$ cat src/rtl/core/whc_pkg.sv
// shared types and constants for the write heat classifier
package whc_pkg;

    typedef enum logic [1:0] {
        MODE_RECORD  = 2'd0,
        MODE_RESET   = 2'd1,
        MODE_INHERIT = 2'd2,
        MODE_QUERY   = 2'd3
    } mode_t;

    localparam logic [1:0] REG_INTERVAL    = 2'd0;
    localparam logic [1:0] REG_MIN_SAMPLES = 2'd1;
    localparam logic [1:0] REG_INVALID_ID  = 2'd2;

    localparam int COUNT_BITS = 16;
    localparam int TIME_BITS  = 32;
    localparam int MIN_BITS   = 11;
    localparam int RADIX_BITS = 4;
    localparam int PASSES     = 32;

    localparam logic [COUNT_BITS-1:0] COUNT_MAX        = 16'hFFFF;
    localparam logic [COUNT_BITS-1:0] INTERVAL_DEFAULT = 16'd1024;
    localparam logic [MIN_BITS-1:0]   MIN_DEFAULT      = 11'd16;
    localparam logic [TIME_BITS-1:0]  INVALID_DEFAULT  = 32'hFFFF_FFFF;

    typedef enum logic [2:0] {
        ST_CLEAR,
        ST_IDLE,
        ST_REDUCE,
        ST_READ,
        ST_EXEC,
        ST_SCAN,
        ST_DRAIN,
        ST_PASS
    } state_t;

    typedef struct packed {
        logic clear_step;
        logic capture;
        logic reduce_step;
        logic read_issue;
        logic exec;
        logic scan_step;
        logic pass_end;
    } cmd_t;

    typedef struct packed {
        logic  clear_last;
        logic  reduce_last;
        mode_t mode;
        logic  trigger;
        logic  out_busy;
        logic  scan_last;
        logic  med_final;
    } sts_t;

endpackage

$ cat src/rtl/core/whc_ctrl.sv
// controller state machine for the write heat classifier
module whc_ctrl
(
    input  logic          clk,
    input  logic          rst_n,
    input  logic          in_valid,
    output logic          in_ready,
    input  whc_pkg::sts_t sts,
    output whc_pkg::cmd_t cmd
);

    whc_pkg::state_t state_reg;
    whc_pkg::state_t state_next;

    always_ff @(posedge clk or negedge rst_n)
    begin
        if (!rst_n)
        begin
            state_reg <= whc_pkg::ST_CLEAR;
        end
        else
        begin
            state_reg <= state_next;
        end
    end

    always_comb
    begin
        state_next = state_reg;
        cmd        = '0;
        in_ready   = 1'b0;
        case (state_reg)
            whc_pkg::ST_CLEAR:
            begin
                cmd.clear_step = 1'b1;
                if (sts.clear_last)
                begin
                    state_next = whc_pkg::ST_IDLE;
                end
            end
            whc_pkg::ST_IDLE:
            begin
                in_ready = 1'b1;
                if (in_valid)
                begin
                    cmd.capture = 1'b1;
                    state_next  = whc_pkg::ST_REDUCE;
                end
            end
            whc_pkg::ST_REDUCE:
            begin
                cmd.reduce_step = 1'b1;
                if (sts.reduce_last)
                begin
                    state_next = whc_pkg::ST_READ;
                end
            end
            whc_pkg::ST_READ:
            begin
                cmd.read_issue = 1'b1;
                state_next     = whc_pkg::ST_EXEC;
            end
            whc_pkg::ST_EXEC:
            begin
                // a query waits here while the previous answer is not taken
                if (!(sts.mode == whc_pkg::MODE_QUERY && sts.out_busy))
                begin
                    cmd.exec   = 1'b1;
                    state_next = sts.trigger ? whc_pkg::ST_SCAN : whc_pkg::ST_IDLE;
                end
            end
            whc_pkg::ST_SCAN:
            begin
                cmd.scan_step = 1'b1;
                if (sts.scan_last)
                begin
                    state_next = whc_pkg::ST_DRAIN;
                end
            end
            whc_pkg::ST_DRAIN:
            begin
                state_next = whc_pkg::ST_PASS;
            end
            whc_pkg::ST_PASS:
            begin
                cmd.pass_end = 1'b1;
                state_next   = sts.med_final ? whc_pkg::ST_IDLE : whc_pkg::ST_SCAN;
            end
            default:
            begin
                state_next = whc_pkg::ST_IDLE;
            end
        endcase
    end

endmodule

$ cat config.mk
export PLATFORM = sky130hd
export DESIGN_NAME = whc_ctrl
export DESIGN_NICKNAME = d
export VERILOG_FILES = /design/src/rtl/core/whc_pkg.sv /design/src/rtl/core/whc_ctrl.sv
export SDC_FILE = /design/constraint.sdc
export NUM_CORES = 1
export LEC_CHECK = 0
export ABC_AREA = 1
export BUFFER_PORTS_ARGS = -buffer_cell sky130_fd_sc_hd__buf_2
export CAP_MARGIN = 20
export CORE_AREA = 2 2 39 41
export DETAILED_ROUTE_END_ITERATION = 10
export DIE_AREA = 0 0 41 43
export PLACE_DENSITY = 0.52
export SLEW_MARGIN = 15
export SYNTH_ARGS = -nofsm -noshare
export SYNTH_HDL_FRONTEND = slang
export SYNTH_SLANG_ARGS = --single-unit
$ cat constraint.sdc
create_clock -name clk -period 1.9 [get_ports clk]
set_input_delay 0.19 -clock clk [delete_from_list [all_inputs] [get_ports clk]]
set_output_delay 0.19 -clock clk [all_outputs]
set_load 0.05 [all_outputs]
==> out/qor.csv <==
stage,metric,value,unit
drt,drt_iter0_markers,4,
clock_network,clk_latency,230,ps
worst_setup_path,crit_slowest_cell,dfrtp_1,
clock_network,numCtsBuffers,3,
clock_network,clkSinkCount,3,
worst_setup_path,r2r_setup_slack,640,ps
drt,routed_wl,740,um
global_routing,gr-total-overflow,0,
synthesis,syn_area,377,um^2
global_routing,grt_pass1_vias,330,
run_status,status,completed,
drt,vias,368,
floorplan,floorplan.core_area,1380,um^2
sta,grt_setup_unrepaired,false,
synthesis,synth.avg_cell_area,7.53,um^2
sta,tightestPinTransition,499,ps
sta,fin_tns_setup,0,ps
run,drv_cap,0,
synthesis,synth.largest_area_cell,dfrtp_1,
global_routing,busiest_layer,met2,
worst_setup_path,worstPathArrival,1400,ps
final_layout,antenna_cells,0,
final_layout,fin_area,489,um^2
sta,slew_violations,0,
pwr,power_density,1920,nW/um^2
synthesis,synth.area.top_cells,"dfrtp_1 (20%), nand3_1 (11%), nand3_4 (9.3%)",
drt,wl_per_cell,8.60,um
final_layout,nFillCells,146,
floorplan,dieArea,1760,um^2
worst_setup_path,worstSetupStartpoint,state_reg[0]$_DFFE_PN0P_,
global_routing,grt_max_degree,9,
clock_network,clock_path_buffers,2,
clock_network,cts_root_buffer,clkbuf_4,
global_routing,grt_pass1_wl,1.26,mm
sta,min_period_over_period,83.6,%
final_layout,layout.nets,82,
floorplan,dieWidth,41,um
synthesis,yosysSeqAreaShare,19.9,%
floorplan,rows,14,
worst_setup_path,crit_chain,nand3_1 > inv_1 > buf_2,
global_routing,antenna_found_initial,0,
worst_setup_path,r2r_start,state_reg[0]$_DFFE_PN0P_,
placement,dp.cells,81,
worst_setup_path,crit_type,reg -> out,
sta,max_slew_margin,66.7,%
drt,first_pass_iters,2,
clock_network,cts.htree.levels,1,
placement,dpl_cell_area,453,um^2
global_routing,grt_usage,10.9,%
global_routing,use_met2,15.9,%
placement,gp_congestion,0.751,
worst_setup_path,endpoint_kind,output port,
sta,period_minus_slack,1590,ps
worst_setup_path,crit_cells,3,
worst_setup_path,critPathRequiredTime,1710,ps
synthesis,synth_seq_cells,3,
sta,skew,5.28,ps
final_layout,utilization,35.4,%
clock_network,clkTransAtPathRegs,40,ps
global_routing,grtUsageMet3,3.14,%
worst_setup_path,slowest_delay,640,ps
final_layout,syn2layout_area_growth,29.9,%
placement,io_buffers,18,
pwr,p_total,939,uW
drt,drc,0,
drt,ant_nets,0,
drt,routed_via_density,4.28,
sta,max_freq,630,MHz
floorplan,start_util,27.2,%
min_path,hold_path.class,in -> reg,
floorplan,ioPinCount,19,
worst_setup_path,rr_endpoint,state_reg[2]$_DFFE_PN0P_,
worst_setup_path,startpoint_type,register,
final_layout,drive_gt1_share,50.0,%
synthesis,synth_top_area_share,19.9,%
worst_setup_path,crit_family,flip-flops,
final_layout,instances_no_fill,86,
clock_network,cts_tree,built,
synthesis,synth-warning-count,0,
placement,detailed_place_hpwl,633,um
synthesis,syn_nets,61,
global_routing,gr-usage-met1,13.6,%
pwr,ir_drop,0.545,mV
synthesis,synth.distinct_cells,20,
pwr,power_leakage,0.000294,uW
synthesis,synth_cells,50,
worst_setup_path,path_max_fanout,8,
worst_setup_path,crit_path_end,cmd[3],
final_layout,largest_reg_flops,3,
worst_setup_path,crit_buf_inv,2,
sta,hold_violations,0,
floorplan,die_y,43,um
worst_setup_path,reg2reg_depth,5,
sta,setup_violations,0,
[placed cells by master, fill, tap and decap left out, drive strengths merged]
cell type / count
o21ai: 1
dfrtp: 3
clkbuf: 4
buf: 18
dlygate4sd3: 1
nor2: 8
nor3: 1
inv: 12
nand4: 1
a21oi: 2
nand3: 11
xor2: 1
a31oi: 1
nand2: 6
[per-layer routing]
layer | vias to the layer above | share of wire (%)
li1 | 198 | -
met1 | 154 | 44
met2 | 14 | 49
met3 | 2 | 4.5
met4 | 0 | 2.6
met5 | - | 0
[final cells by class]
class / count / area, um^2 / area share (%)
repair buffers: 19 / 100 / 20.5
flip-flops and latches: 3 / 75.1 / 15.3
inverters: 12 / 47.5 / 9.72
multi-input cells: 32 / 220 / 45.0
clock buffers: 4 / 26.3 / 5.37
well taps: 16 / 20.0 / 4.09
[repair_timing]
| item | 4_1_cts | 5_1_grt |
|---|---|---|
| resized for setup | 0 | 0 |
| hold buffers | 1 | 0 |
| hold endpoints to repair | 3 | 0 |
| setup buffers | 0 | 0 |
| setup endpoints to repair | 0 | 0 |
[worst reg2reg max path, delay by kind of cell (launching register included)]
| family | cells | cell delay, ps |
|---|---|---|
| flip-flops | 1 | 640 |
| AND/OR/NAND/NOR | 4 | 440 |
| AO/OA/AOI/OAI | 1 | 60 |
[synthesized netlist by cell type (all sizes together)]
master  instances
o21ai           1
inv            12
buf             3
dfrtp           3
a31oi           1
nand2           6
nand3          11
nor3            1
nand4           1
a21oi           2
xor2            1
nor2            8
[report_power, final]
group	total, uW	internal, uW	leakage [uW]	switching, uW
sequential	212	96.0	0.0000367	116
clock	112	78.7	0.0000150	33.1
combinational	615	189	0.000243	426
total	939	363	0.000294	575
[per-stage QoR]
step           setup WS (ps)  hold slack, ps
6_report                 312             243
5_1_grt                  199             265
4_1_cts                  293             243
3_5_place_dp             548           -13.0
3_3_place_gp             561           -12.4
2_1_floorplan            126            -106
[worst min path at each step]
| stage | from | depth (start not counted) | end |
|---|---|---|---|
| floorplan | rst_n | 0 | state_reg[0]$_DFFE_PN0P_ |
| finish | sts[6] | 4 | state_reg[1]$_DFFE_PN0P_ |
| global placement | rst_n | 1 | state_reg[2]$_DFFE_PN0P_ |
| CTS | sts[6] | 4 | state_reg[1]$_DFFE_PN0P_ |
| global route | sts[6] | 4 | state_reg[1]$_DFFE_PN0P_ |
| detailed placement | rst_n | 1 | state_reg[1]$_DFFE_PN0P_ |
[cell families after synthesis]
kind of cell	count (synthesis)	synth area share (%)
buffers and inverters	15	21.6
DFF	3	19.9
AOI/OAI and AO/OA	4	9.64
xor gates and xnor gates	1	2.33
and+or+nand+nor	27	46.5
Power figures use the tool's default switching activity.
